### src/hw/rtl/tclp_pkg.sv
`timescale 1ns / 1ps
// ----------------------------------------------------------------------------
// tclp_pkg
// Shared types, codes and keyword tables of the command line parser.
// ----------------------------------------------------------------------------
package tclp_pkg;

    localparam int MAX_LINE = 4096;
    localparam int POS_W    = $clog2(MAX_LINE + 1);
    localparam int OFF_W    = $clog2(MAX_LINE);
    localparam int NUM_KW   = 11;
    localparam int NLEN_W   = 4;

    localparam int OUT_OFF_W = 12;
    localparam int OUT_LEN_W = 13;

    localparam logic [NUM_KW-1:0] ALL_KW = {NUM_KW{1'b1}};

    localparam logic [1:0] ROLE_NONE  = 2'd0;
    localparam logic [1:0] ROLE_NAME  = 2'd1;
    localparam logic [1:0] ROLE_KEY   = 2'd2;
    localparam logic [1:0] ROLE_VALUE = 2'd3;

    localparam logic [3:0] CMD_SET      = 4'd0;
    localparam logic [3:0] CMD_GET      = 4'd1;
    localparam logic [3:0] CMD_DELETE   = 4'd2;
    localparam logic [3:0] CMD_EXISTS   = 4'd3;
    localparam logic [3:0] CMD_KEYS     = 4'd4;
    localparam logic [3:0] CMD_CLEAR    = 4'd5;
    localparam logic [3:0] CMD_BEGIN    = 4'd6;
    localparam logic [3:0] CMD_COMMIT   = 4'd7;
    localparam logic [3:0] CMD_ROLLBACK = 4'd8;
    localparam logic [3:0] CMD_HELP     = 4'd9;
    localparam logic [3:0] CMD_EXIT     = 4'd10;

    localparam logic [2:0] ST_OK        = 3'd0;
    localparam logic [2:0] ST_EMPTY     = 3'd1;
    localparam logic [2:0] ST_UNKNOWN   = 3'd2;
    localparam logic [2:0] ST_NO_KEY    = 3'd3;
    localparam logic [2:0] ST_NO_VALUE  = 3'd4;
    localparam logic [2:0] ST_EXTRA     = 3'd5;
    localparam logic [2:0] ST_TOO_LONG  = 3'd6;

    // keyword text, right-aligned, lower case
    localparam logic [63:0] KW_TEXT [NUM_KW] = '{
        64'("set"), 64'("get"), 64'("delete"), 64'("exists"), 64'("keys"),
        64'("clear"), 64'("begin"), 64'("commit"), 64'("rollback"),
        64'("help"), 64'("exit")
    };

    localparam logic [NLEN_W-1:0] KW_LEN [NUM_KW] = '{
        4'd3, 4'd3, 4'd6, 4'd6, 4'd4, 4'd5, 4'd5, 4'd6, 4'd8, 4'd4, 4'd4
    };

    typedef struct packed {
        logic [7:0] byte_value;
        logic       has_byte;
        logic       line_end;
    } in_item_t;

    typedef struct packed {
        logic [1:0]           byte_role;
        logic [OUT_OFF_W-1:0] byte_offset;
        logic                 line_done;
        logic [3:0]           command_code;
        logic [2:0]           parse_status;
        logic [OUT_OFF_W-1:0] key_start;
        logic [OUT_LEN_W-1:0] key_length;
        logic [OUT_OFF_W-1:0] value_start;
        logic [OUT_LEN_W-1:0] value_length;
    } out_item_t;

    function automatic logic [NUM_KW-1:0] kw_len_mask(input logic [NLEN_W-1:0] nlen);
        logic [NUM_KW-1:0] m;
        m = '0;
        for (int k = 0; k < NUM_KW; k++)
        begin
            m[k] = (KW_LEN[k] == nlen);
        end
        return m;
    endfunction

    function automatic logic [3:0] cmd_of(input logic [NUM_KW-1:0] cand);
        logic [3:0] c;
        c = CMD_SET;
        for (int k = NUM_KW - 1; k >= 0; k--)
        begin
            if (cand[k])
            begin
                c = 4'(k);
            end
        end
        return c;
    endfunction

endpackage

### src/hw/rtl/tclp_in_if.sv
`timescale 1ns / 1ps
// ----------------------------------------------------------------------------
// tclp_in_if
// Input channel of the command line parser: at most one line byte per item.
// ----------------------------------------------------------------------------
interface tclp_in_if;
    logic               valid;
    logic               ready;
    tclp_pkg::in_item_t data;

    modport source (output valid, output data, input ready);
    modport sink (input valid, input data, output ready);
endinterface

### src/hw/rtl/tclp_out_if.sv
`timescale 1ns / 1ps
// ----------------------------------------------------------------------------
// tclp_out_if
// Result channel of the command line parser: one result item per input item.
// ----------------------------------------------------------------------------
interface tclp_out_if;
    logic                valid;
    logic                ready;
    tclp_pkg::out_item_t data;

    modport source (output valid, output data, input ready);
    modport sink (input valid, input data, output ready);
endinterface

### src/hw/rtl/tclp_kw_match.sv
`timescale 1ns / 1ps
// ----------------------------------------------------------------------------
// tclp_kw_match
// Narrows the keyword candidate set by one command name byte, ignoring case.
// ----------------------------------------------------------------------------
module tclp_kw_match
(
    input  logic [tclp_pkg::NUM_KW-1:0] cand,
    input  logic [tclp_pkg::NLEN_W-1:0] name_len,
    input  logic [7:0]                  byte_value,
    output logic [tclp_pkg::NUM_KW-1:0] cand_step
);

    logic [7:0] folded;
    logic [2:0] sel;
    logic [7:0] kw_ch;

    assign folded = (byte_value >= 8'd65 && byte_value <= 8'd90) ? byte_value + 8'd32
                                                                 : byte_value;

    always_comb
    begin
        cand_step = cand;
        sel       = '0;
        kw_ch     = '0;
        for (int k = 0; k < tclp_pkg::NUM_KW; k++)
        begin
            if (name_len >= tclp_pkg::KW_LEN[k])
            begin
                cand_step[k] = 1'b0;
            end
            else
            begin
                sel   = 3'(tclp_pkg::KW_LEN[k] - name_len - 4'd1);
                kw_ch = tclp_pkg::KW_TEXT[k][{sel, 3'b000} +: 8];
                if (kw_ch != folded)
                begin
                    cand_step[k] = 1'b0;
                end
            end
        end
    end

endmodule

### src/hw/rtl/text_command_line_parser.sv
`timescale 1ns / 1ps
// ----------------------------------------------------------------------------
// text_command_line_parser
// Tokenizes a command line byte by byte, tags each byte and reports the
// command, status and key/value positions on the item that ends the line.
// ----------------------------------------------------------------------------
// One item per clock: each byte updates the line state on acceptance and
// its result is captured in an output register at the same time. The
// input stays ready while that register is empty or being drained in the
// same cycle, so a stream of bytes runs at one per clock as long as the
// result side keeps taking items. Bytes past the first 4096 of a line are
// tagged as ignored and the line is reported as too long.
module text_command_line_parser
(
    input  logic        clk,
    input  logic        rst_n,
    tclp_in_if.sink     line_in,
    tclp_out_if.source  result_out
);

    localparam logic [2:0] PH_LEAD  = 3'd0;
    localparam logic [2:0] PH_NAME  = 3'd1;
    localparam logic [2:0] PH_GAP   = 3'd2;
    localparam logic [2:0] PH_KEY   = 3'd3;
    localparam logic [2:0] PH_AFTER = 3'd4;

    localparam int POS_W  = tclp_pkg::POS_W;
    localparam int OFF_W  = tclp_pkg::OFF_W;
    localparam int NUM_KW = tclp_pkg::NUM_KW;
    localparam int OOW    = tclp_pkg::OUT_OFF_W;
    localparam int OLW    = tclp_pkg::OUT_LEN_W;

    logic [2:0]                  phase_reg, phase_next;
    logic [NUM_KW-1:0]           cand_reg, cand_next;
    logic [tclp_pkg::NLEN_W-1:0] nlen_reg, nlen_next;
    logic [POS_W-1:0]            pos_reg, pos_next;
    logic [OFF_W-1:0]            key_begin_reg, key_begin_next;
    logic [POS_W-1:0]            key_count_reg, key_count_next;
    logic [OFF_W-1:0]            value_begin_reg, value_begin_next;
    logic [OFF_W-1:0]            value_last_reg, value_last_next;
    logic                        value_seen_reg, value_seen_next;
    logic                        extra_reg, extra_next;
    logic                        ovf_reg, ovf_next;
    logic                        out_valid_reg, out_valid_next;
    tclp_pkg::out_item_t         out_data_reg, out_data_next;

    logic                        accept;
    logic [7:0]                  b;
    logic                        ws;
    logic                        take;
    logic [3:0]                  cmd_cur;
    logic                        known;
    logic                        wants_key;
    logic [NUM_KW-1:0]           cand_step;

    logic [2:0]                  ph1;
    logic [NUM_KW-1:0]           cand1;
    logic [NUM_KW-1:0]           cand2;
    logic [tclp_pkg::NLEN_W-1:0] nlen1;
    logic [OFF_W-1:0]            kb1;
    logic [POS_W-1:0]            kc1;
    logic [OFF_W-1:0]            vb1;
    logic [OFF_W-1:0]            vlast1;
    logic                        vseen1;
    logic                        extra1;
    logic                        ovf1;
    logic [1:0]                  role;
    logic [3:0]                  cmd_end;
    logic [POS_W-1:0]            vlen;

    tclp_kw_match u_kw_match
    (
        .cand       (cand_reg),
        .name_len   (nlen_reg),
        .byte_value (line_in.data.byte_value),
        .cand_step  (cand_step)
    );

    assign line_in.ready    = !out_valid_reg || result_out.ready;
    assign accept           = line_in.valid && line_in.ready;
    assign result_out.valid = out_valid_reg;
    assign result_out.data  = out_data_reg;

    assign b         = line_in.data.byte_value;
    assign ws        = (b == 8'd32) || (b >= 8'd9 && b <= 8'd13);
    assign take      = line_in.data.has_byte && (pos_reg < POS_W'(tclp_pkg::MAX_LINE));
    assign cmd_cur   = tclp_pkg::cmd_of(cand_reg);
    assign known     = (cand_reg != '0);
    assign wants_key = known && (cmd_cur <= tclp_pkg::CMD_EXISTS);

    // byte step
    always_comb
    begin
        ph1    = phase_reg;
        cand1  = cand_reg;
        nlen1  = nlen_reg;
        kb1    = key_begin_reg;
        kc1    = key_count_reg;
        vb1    = value_begin_reg;
        vlast1 = value_last_reg;
        vseen1 = value_seen_reg;
        extra1 = extra_reg;
        ovf1   = ovf_reg || (line_in.data.has_byte && !take);
        role   = tclp_pkg::ROLE_NONE;
        if (take)
        begin
            unique case (phase_reg)
                PH_LEAD:
                begin
                    if (!ws)
                    begin
                        ph1   = PH_NAME;
                        cand1 = cand_step;
                        role  = tclp_pkg::ROLE_NAME;
                    end
                end
                PH_NAME:
                begin
                    if (ws)
                    begin
                        cand1 = cand_reg & tclp_pkg::kw_len_mask(nlen_reg);
                        ph1   = PH_GAP;
                    end
                    else
                    begin
                        cand1 = cand_step;
                        role  = tclp_pkg::ROLE_NAME;
                    end
                end
                PH_GAP:
                begin
                    if (!ws && known)
                    begin
                        if (wants_key)
                        begin
                            kb1  = OFF_W'(pos_reg);
                            kc1  = POS_W'(1);
                            ph1  = PH_KEY;
                            role = tclp_pkg::ROLE_KEY;
                        end
                        else
                        begin
                            extra1 = 1'b1;
                        end
                    end
                end
                PH_KEY:
                begin
                    if (ws)
                    begin
                        ph1 = PH_AFTER;
                    end
                    else
                    begin
                        kc1  = key_count_reg + POS_W'(1);
                        role = tclp_pkg::ROLE_KEY;
                    end
                end
                default:
                begin
                    if (cmd_cur == tclp_pkg::CMD_SET)
                    begin
                        if (!ws)
                        begin
                            if (!value_seen_reg)
                            begin
                                vb1 = OFF_W'(pos_reg);
                            end
                            vseen1 = 1'b1;
                            vlast1 = OFF_W'(pos_reg);
                        end
                        if (vseen1)
                        begin
                            role = tclp_pkg::ROLE_VALUE;
                        end
                    end
                    else if (!ws)
                    begin
                        extra1 = 1'b1;
                    end
                end
            endcase
            if ((phase_reg == PH_LEAD && !ws) || (phase_reg == PH_NAME && !ws))
            begin
                if (nlen_reg < 4'd15)
                begin
                    nlen1 = nlen_reg + 4'd1;
                end
            end
        end
    end

    // line outcome and state update
    always_comb
    begin
        cand2   = (ph1 == PH_NAME) ? (cand1 & tclp_pkg::kw_len_mask(nlen1)) : cand1;
        cmd_end = tclp_pkg::cmd_of(cand2);
        vlen    = POS_W'(vlast1) - POS_W'(vb1) + POS_W'(1);

        out_data_next              = '0;
        out_data_next.byte_role    = role;
        out_data_next.byte_offset  = take ? OOW'(pos_reg) : '0;
        out_data_next.line_done    = line_in.data.line_end;

        if (line_in.data.line_end)
        begin
            priority if (ovf1)
            begin
                out_data_next.parse_status = tclp_pkg::ST_TOO_LONG;
            end
            else if (ph1 == PH_LEAD)
            begin
                out_data_next.parse_status = tclp_pkg::ST_EMPTY;
            end
            else if (cand2 == '0)
            begin
                out_data_next.parse_status = tclp_pkg::ST_UNKNOWN;
            end
            else
            begin
                out_data_next.command_code = cmd_end;
                if (cmd_end == tclp_pkg::CMD_SET)
                begin
                    priority if (kc1 == '0)
                    begin
                        out_data_next.parse_status = tclp_pkg::ST_NO_KEY;
                    end
                    else if (!vseen1)
                    begin
                        out_data_next.parse_status = tclp_pkg::ST_NO_VALUE;
                    end
                    else
                    begin
                        out_data_next.key_start    = OOW'(kb1);
                        out_data_next.key_length   = OLW'(kc1);
                        out_data_next.value_start  = OOW'(vb1);
                        out_data_next.value_length = OLW'(vlen);
                    end
                end
                else if (cmd_end <= tclp_pkg::CMD_EXISTS)
                begin
                    priority if (kc1 == '0)
                    begin
                        out_data_next.parse_status = tclp_pkg::ST_NO_KEY;
                    end
                    else if (extra1)
                    begin
                        out_data_next.parse_status = tclp_pkg::ST_EXTRA;
                    end
                    else
                    begin
                        out_data_next.key_start  = OOW'(kb1);
                        out_data_next.key_length = OLW'(kc1);
                    end
                end
                else if (extra1)
                begin
                    out_data_next.parse_status = tclp_pkg::ST_EXTRA;
                end
            end
        end

        if (line_in.data.line_end)
        begin
            phase_next       = PH_LEAD;
            cand_next        = tclp_pkg::ALL_KW;
            nlen_next        = '0;
            pos_next         = '0;
            key_begin_next   = '0;
            key_count_next   = '0;
            value_begin_next = '0;
            value_last_next  = '0;
            value_seen_next  = 1'b0;
            extra_next       = 1'b0;
            ovf_next         = 1'b0;
        end
        else
        begin
            phase_next       = ph1;
            cand_next        = cand1;
            nlen_next        = nlen1;
            pos_next         = take ? pos_reg + POS_W'(1) : pos_reg;
            key_begin_next   = kb1;
            key_count_next   = kc1;
            value_begin_next = vb1;
            value_last_next  = vlast1;
            value_seen_next  = vseen1;
            extra_next       = extra1;
            ovf_next         = ovf1;
        end

        if (accept)
        begin
            out_valid_next = 1'b1;
        end
        else if (result_out.ready)
        begin
            out_valid_next = 1'b0;
        end
        else
        begin
            out_valid_next = out_valid_reg;
        end
    end

    always_ff @(posedge clk or negedge rst_n)
    begin
        if (!rst_n)
        begin
            phase_reg       <= PH_LEAD;
            cand_reg        <= tclp_pkg::ALL_KW;
            nlen_reg        <= '0;
            pos_reg         <= '0;
            key_begin_reg   <= '0;
            key_count_reg   <= '0;
            value_begin_reg <= '0;
            value_last_reg  <= '0;
            value_seen_reg  <= 1'b0;
            extra_reg       <= 1'b0;
            ovf_reg         <= 1'b0;
            out_valid_reg   <= 1'b0;
        end
        else
        begin
            out_valid_reg <= out_valid_next;
            if (accept)
            begin
                phase_reg       <= phase_next;
                cand_reg        <= cand_next;
                nlen_reg        <= nlen_next;
                pos_reg         <= pos_next;
                key_begin_reg   <= key_begin_next;
                key_count_reg   <= key_count_next;
                value_begin_reg <= value_begin_next;
                value_last_reg  <= value_last_next;
                value_seen_reg  <= value_seen_next;
                extra_reg       <= extra_next;
                ovf_reg         <= ovf_next;
            end
        end
    end

    always_ff @(posedge clk)
    begin
        if (accept)
        begin
            out_data_reg <= out_data_next;
        end
    end

`ifndef NO_ASSERTIONS
    a_line_end_clears: assert property (@(posedge clk) disable iff (!rst_n)
        accept && line_in.data.line_end |=>
            phase_reg == PH_LEAD && cand_reg == tclp_pkg::ALL_KW && pos_reg == '0)
        else $error("line state not cleared after line end");

    a_pos_bounded: assert property (@(posedge clk) disable iff (!rst_n)
        pos_reg <= POS_W'(tclp_pkg::MAX_LINE))
        else $error("line position beyond maximum");

    a_accept_fills: assert property (@(posedge clk) disable iff (!rst_n)
        accept |=> out_valid_reg)
        else $error("accepted item left no result");

    a_mid_line_quiet: assert property (@(posedge clk) disable iff (!rst_n)
        out_valid_reg && !out_data_reg.line_done |->
            out_data_reg.parse_status == tclp_pkg::ST_OK &&
            out_data_reg.command_code == tclp_pkg::CMD_SET &&
            out_data_reg.key_length == '0)
        else $error("outcome fields set before line end");

    a_set_value_nonempty: assert property (@(posedge clk) disable iff (!rst_n)
        out_valid_reg && out_data_reg.line_done &&
        out_data_reg.parse_status == tclp_pkg::ST_OK &&
        out_data_reg.command_code == tclp_pkg::CMD_SET |->
            out_data_reg.value_length != '0 && out_data_reg.key_length != '0)
        else $error("accepted set command without key or value");
`endif

endmodule

### src/flat_wrapper.sv
// flat-port wrapper written by rule: the top's interface ports become plain ports
module text_command_line_parser_flat 
  (clk, rst_n, line_in_valid, line_in_data, line_in_ready, result_out_valid, result_out_data, result_out_ready);
  tclp_in_if line_in_i ();
  tclp_out_if result_out_i ();
  input  logic clk;
  input  logic rst_n;
  input wire logic [$bits(line_in_i.valid)-1:0] line_in_valid;
  input wire logic [$bits(line_in_i.data)-1:0] line_in_data;
  output wire logic [$bits(line_in_i.ready)-1:0] line_in_ready;
  output wire logic [$bits(result_out_i.valid)-1:0] result_out_valid;
  output wire logic [$bits(result_out_i.data)-1:0] result_out_data;
  input wire logic [$bits(result_out_i.ready)-1:0] result_out_ready;
  assign line_in_i.valid = line_in_valid;
  assign line_in_i.data = line_in_data;
  assign line_in_ready = line_in_i.ready;
  assign result_out_valid = result_out_i.valid;
  assign result_out_data = result_out_i.data;
  assign result_out_i.ready = result_out_ready;
  text_command_line_parser u_core (.clk(clk), .rst_n(rst_n), .line_in(line_in_i), .result_out(result_out_i));
endmodule
### config.mk
export PLATFORM = sky130hd
export DESIGN_NAME = text_command_line_parser_flat
export DESIGN_NICKNAME = d
export VERILOG_FILES = /design/src/hw/rtl/tclp_pkg.sv /design/src/hw/rtl/tclp_in_if.sv /design/src/hw/rtl/tclp_out_if.sv /design/src/hw/rtl/tclp_kw_match.sv /design/src/hw/rtl/text_command_line_parser.sv /design/src/flat_wrapper.sv
export SDC_FILE = /design/constraint.sdc
export NUM_CORES = 1
export LEC_CHECK = 0
export ABC_CLOCK_PERIOD_IN_PS = 5100
export BUFFER_PORTS_ARGS = -buffer_cell sky130_fd_sc_hd__buf_2
export CAP_MARGIN = 20
export CORE_MARGIN = 2
export CORE_UTILIZATION = 55
export CTS_CLUSTER_SIZE = 10
export DETAILED_ROUTE_END_ITERATION = 16
export PLACE_DENSITY_LB_ADDON = 0.25
export RECOVER_POWER = 50
export SKIP_CTS_REPAIR_TIMING = 1
export SYNTH_ARGS = -nofsm -noshare
export SYNTH_HDL_FRONTEND = slang
export SYNTH_HIERARCHICAL = 1
export SYNTH_SLANG_ARGS = --single-unit
### constraint.sdc
create_clock -name clk -period 5.1 [get_ports clk]
set_input_delay 0.765 -clock clk [delete_from_list [all_inputs] [get_ports clk]]
set_output_delay 0.765 -clock clk [all_outputs]
set_load 0.02 [all_outputs]
Yosys cells after proc, flatten, opt, wreduce, memory -nomap -nowiden. Cells that the tools add are included. W data, S select, Z words.

Register bits after elaboration: 156. Bits in latches: 0. Memory bits (writable): 0. Memory bits (read-only): 0. Input port bits: 14. Logic and storage cells: 251. Memories kept: 0.

$add $sub $neg: 16. $mul: 0. Divide/modulo/power cells: 0. Magnitude comparators: 13. Equal/unequal tests: 26. Shift operators: 11. Mux-type cells: 126. Bitwise gates (word level): 5. Reduce and logical (&&, ||, !) cells: 32.

Operators with widths (number): $shiftx A64 B7 Y8 const A (11); $mux W12 (16); $mux W4 (26); $mux W50 (2); $mux W13 (7); $ne A8 B8 Y1 (11); $mux W25 (3); $mux W11 (5); $mux W3 (15); $mux W1 (40); $add A13 B1 Y13 const B (3); $mux W28 (1); $pmux W13 S2 (1); $eq A3 B4 Y1 const A (6); $and A11 B11 Y11 (2); $pmux W11 S2 (1); $sub A3 B1 Y3 const B (5); $logic_not A13 Y1 (1); $lt A13 B13 Y1 const B (1); $sub A12 B12 Y13 (1); $ge A4 B3 Y1 const B (3); $pmux W3 S4 (1); $logic_not A11 Y1 (1); $reduce_bool A11 Y1 (1); other kinds (34) (65).

Logic depth before layout (Yosys ltp).
Word-level depth: 36. Mapped depth: 24. Mapped depth without buffers: 23.

Cells and area by module. Netlist, hierarchy kept.

Modules (own cells, without submodules): text_command_line_parser (instances 1, cells each 859, area each 8718.4 um^2); tclp_kw_match (instances 1, cells each 184, area each 1312.5 um^2).

Least setup slack after synthesis. OpenSTA, ideal clock, no wires.

Path type: in2reg. From: input port line_in_data[3]. To: register u_core.out_data_reg, in the netlist u_core/result_out.data[11], data pin. Data arrival time: 5607 ps. Data required time: 4838 ps. Path slack: -769 ps. Stages on the path: 24. Path buffers: 3. Cells stage by stage: nor3_2 -> mux2_2 -> clkbuf_1 -> nor2_1 -> clkbuf_1 -> nor4_1 -> clkbuf_1 -> mux2i_1 -> inv_1 -> ha_1 -> inv_1 -> ha_1 -> inv_1 -> fa_1 -> nor2b_1 -> o21ai_0 -> a21boi_0 -> o21ai_0 -> a21boi_0 -> o21ai_0 -> a21boi_0 -> o21ai_0 -> a21boi_0 -> nor4_2.

RTL lines: from (decl) (RTL line flat_wrapper.sv:9) `input wire logic [$bits(line_in_i.data)-1:0] line_in_data;`; $ge A8 B4 Y1 or $le A8 B4 Y1 (tied branches) (RTL line text_command_line_parser.sv:85) `assign ws = (b == 8'd32) || (b >= 8'd9 && b <= 8'd13);`; $logic_and A1 B1 Y1 (RTL line text_command_line_parser.sv:85); $logic_or A1 B1 Y1 * (RTL line text_command_line_parser.sv:85); $mux W12 * (RTL line text_command_line_parser.sv:163) `if (!ws)`; $mux W12 * (RTL line text_command_line_parser.sv:161) `if (cmd_cur == tclp_pkg::CMD_SET)`; $mux W12 * (RTL line text_command_line_parser.sv:107) `unique case (phase_reg)`; $mux W12 * (RTL line text_command_line_parser.sv:105) `if (take)`; net u_core.vb1[1] (RTL line text_command_line_parser.sv:62) `logic [OFF_W-1:0] vb1;`; $sub A12 B12 Y13 * (RTL line text_command_line_parser.sv:198) `vlen = POS_W'(vlast1) - POS_W'(vb1) + POS_W'(1);`; $add A13 B1 Y13 * (RTL line text_command_line_parser.sv:198); to (signal assigned) (RTL line text_command_line_parser.sv:347) `out_data_reg <= out_data_next;`; to (decl) (RTL line text_command_line_parser.sv:45) `tclp_pkg::out_item_t out_data_reg, out_data_next;`.

The timed path passes the listed nets; every way through them passes the cells marked *. The select of a mux whose other input is x is not followed. A chain may end at the register's enable or synchronous reset.

Worst setup path in the final report.
From: register u_core.cand_reg[9]. To: register u_core.out_data_reg, in the netlist u_core/result_out.data[11], data pin.

Word-level cells in the longest chain between the ends: 32.

Ends and longest elaborated chain: from (decl) (RTL line text_command_line_parser.sv:34) `logic [NUM_KW-1:0] cand_reg, cand_next;`; from (signal assigned) (RTL line text_command_line_parser.sv:311) `cand_reg <= tclp_pkg::ALL_KW;`; from (signal assigned) (RTL line text_command_line_parser.sv:329) `cand_reg <= cand_next;`; $mux W4 (10 in a row) (RTL line tclp_pkg.sv:88) `if (cand[k])`; $le A4 B2 Y1 (RTL line text_command_line_parser.sv:89) `assign wants_key = known && (cmd_cur <= tclp_pkg::CMD_EXISTS);`; $logic_and A1 B1 Y1 (RTL line text_command_line_parser.sv:89); $mux W3 (RTL line text_command_line_parser.sv:134) `if (wants_key)`; $mux W3 (RTL line text_command_line_parser.sv:132) `if (!ws && known)`; $pmux W3 S4 (RTL line text_command_line_parser.sv:107); $mux W3 (RTL line text_command_line_parser.sv:105); $eq A3 B1 Y1 (RTL line text_command_line_parser.sv:196) `cand2 = (ph1 == PH_NAME) ? (cand1 & tclp_pkg::kw_len_mask(nlen1)) : cand1;`; $mux W11 (RTL line text_command_line_parser.sv:196); $mux W4 (11 in a row) (RTL line tclp_pkg.sv:88); $logic_not A4 Y1 (RTL line text_command_line_parser.sv:222) `if (cmd_end == tclp_pkg::CMD_SET)`; $not A1 Y1 (no source line); $reduce_or A7 Y1 (no source line).

Parallel ways exist; a longest one is shown, timed or not.

==> results.yml <==
synthesis:
  ys_ff_latch: 156
  synth.yosys.seq_area_share: 0.426
  synthArstFlopShare: 0.538
  synth.avg_cell_area_um2: 9.62
  syn_area_mm2: 0.0100
  syn_nets: 1104
  syn_inst: 1043
  synth_edf_count: 72
  synth_cell_types: 86
  yosys_warnings: 6
  ys.flop_type: "dfrtp_1"
floorplan:
  die_x_um: 139
  io_pins: 88
  die_height_um: 139
  start_util: 0.560
  core_area_mm2: 0.0179
  rows: 49
  die_area_mm2: 0.0193
clocking:
  clock_latency_ns: 0.43
  cts_buffers: 17
  clk_pin_slew_ns: 0.07
  cts_tree: "built"
  htree_levels: 4
  clockBufferDepth: 2
  cts.sink_count: 156
  root_buffer: "clkbuf_16"
power:
  vdd_drop_max_mv: 0.304
  p_per_area_mw_per_mm2: 301
  p_total_mw: 3.45
  p_leak_nw: 4.43
global_route:
  antenna_found_initial: 0
  grt_pass1_wl_um: 43000
  grt_max_degree: 54
  grt_pass1_vias: 8059
  overflow: 0
  grt_use_total: 0.276
setup_path:
  worstPathArrival_ns: 4.97
  cp_data_required_time_ns: 5.28
  end_kind: "register"
  timing_worst_setup_path_type: "reg2reg"
  critPathMaxFanout: 6
  r2r_cells: 23
  cp-start-kind: "register"
route:
  drt_wl_total_um: 26400
  dr_total_vias: 8517
  via_per_inst: 6.20
  top_layer: "met4"
  firstDrtPassIters: 5
  drcViolationCount: 0
  wl_met2_um: 12000
  drt-met1-wl_um: 12100
  wire_per_inst_um: 19.2
  routed-wl-met3_um: 1660
  ant_nets: 0
  drt-initial-drc-count: 657
timing:
  fin_ws_ns: 0.305
  setup_viol: 0
  timing.hold.ws_ns: 0.486
  slew_viol_final: 132
  fin_worst_skew_ns: 0.0150
  hold_viol: 0
  slew_headroom: -0.873
  finalCriticalPeriod_ns: 4.80
  fin_setup_tns_ns: 0
  worst_pin_slew_ns: 2.81
  fmax_ghz: 0.209
  finalCritPeriodShare: 0.940
placed_design:
  pre_cts_ws_ns: 0.181
  port_buffers: 87
  place_congestion: 0.939
  place_hpwl_um: 18200
layout:
  regArea_mm2: 0.00428
  layout_commonest_cell: "nand2_1"
  largest_reg_flops: 72
  areaGrowthSynthToFinish_pct: 14.3
  drive_gt1_frac: 0.182
  num-fill-cells: 1516
  final_cell_mix: "107 x nand2_1, 83 x o21ai_0, 73 x dfrtp_1"
  multi_input_area_mm2: 0.00536
  n_antenna_cell: 0
  nNetsFinal: 1192
hold_path:
  min_path_type: "reg2reg"
  hold_depth: 2
run_status:
  status: "finished, violations left"
  violations: "max-capacitance violations, max-slew violations"
flow_run:
  cap_viol_max_count: 3
final timing paths:
path	endpoint	from	slack [ns]
worst min register to register	u_core/value_begin_reg[10]	u_core/value_begin_reg[10]	0.49
min in group asynchronous	u_core/key_count_reg[12]	rst_n	0.87
worst max-delay path	u_core/result_out.data[11]	u_core/cand_reg[9]	0.30
worst min-delay path	u_core/value_begin_reg[10]	u_core/value_begin_reg[10]	0.49
worst max register to register	u_core/result_out.data[11]	u_core/cand_reg[9]	0.30
max in group asynchronous	u_core/nlen_reg[1]	rst_n	2.09
cell usage after synthesis, types with 6 or more instances:
master    count  area share
a211oi_1      6      0.0045
a21boi_0      6      0.0045
a21oi_1      66       0.033
a221oi_2     12       0.018
a22o_1       26       0.023
a31oi_1      10      0.0062
and2_1       16       0.010
and3_1       10      0.0062
buf_2        11      0.0055
clkbuf_1     55       0.021
dfrtp_1      73        0.18
dfstp_2      11       0.029
edfxtp_1     72        0.22
ha_1         46       0.057
inv_1        32       0.012
mux2_2       16       0.018
mux2i_1      18       0.018
nand2_1     107       0.040
nand2b_1     10      0.0062
nand3_1      25       0.012
nand4_1      12      0.0075
nor2_1       72       0.027
nor2b_1      11      0.0069
nor3_1       43       0.021
nor4_1        9      0.0056
nor4_2        6      0.0075
o21ai_0      83       0.041
o21ai_1       6      0.0030
o22a_1        7      0.0061
o31ai_1       9      0.0067
xnor2_1      21       0.018
xor2_1       28       0.024
stage by stage:
step           instance area [um^2]  cells   util
2_1_floorplan                 10100   1043      -
3_3_place_gp                  10900   1338  0.608
3_5_place_dp                  10900   1338  0.608
4_1_cts                       11500   1370  0.642
5_1_grt                       11500   1373  0.640
6_report                      11500   1373  0.640
report_power, final:
part / switching, mW / internal, mW
Combinational: 0.454 / 0.248
Sequential: 0.0449 / 1.38
Clock: 0.521 / 0.794
cells by family after synthesis:
group / synth area share
AND/OR/NAND/NOR: 0.183
AO/OA/AOI/OAI: 0.206
flip-flops: 0.426
buffers and inverters: 0.0437
XOR/XNOR: 0.0428
adder cells (fa/ha/maj): 0.0594
multiplexers: 0.0388
area by class of cell:
class                      instances  share of cell area
inverter                          32              0.0106
tap                              229              0.0250
timing repair buffer             142              0.0708
sequential                       156               0.373
clock buffer                      21              0.0393
clock inverter                    11              0.0140
multi-input combinational        782               0.467
critical path, cell delays in order, from the launching register on:
cell      delay, ns
dfstp_2        0.40
nor2_1         0.13
nand2_1        0.06
nor4_1         0.23
buf_4          0.19
a21oi_1        0.06
nand2b_2       0.26
nor3_4         0.37
mux2i_1        0.29
ha_1           0.27
inv_1          0.06
ha_1           0.15
inv_1          0.06
fa_1           0.40
nor2b_1        0.20
o21ai_0        0.14
a21boi_1       0.23
o21ai_0        0.13
a21boi_1       0.19
o21ai_0        0.13
a21boi_1       0.18
o21ai_0        0.12
a21boi_0       0.23
nor4_2         0.07
layer usage:
layer	GRT usage	up-vias
met5	0	-
met4	0.0978	0
met3	0.0494	44
met2	0.417	339
met1	0.401	4107
li1	-	4027
No activity file was read; power rests on OpenSTA's default activity.
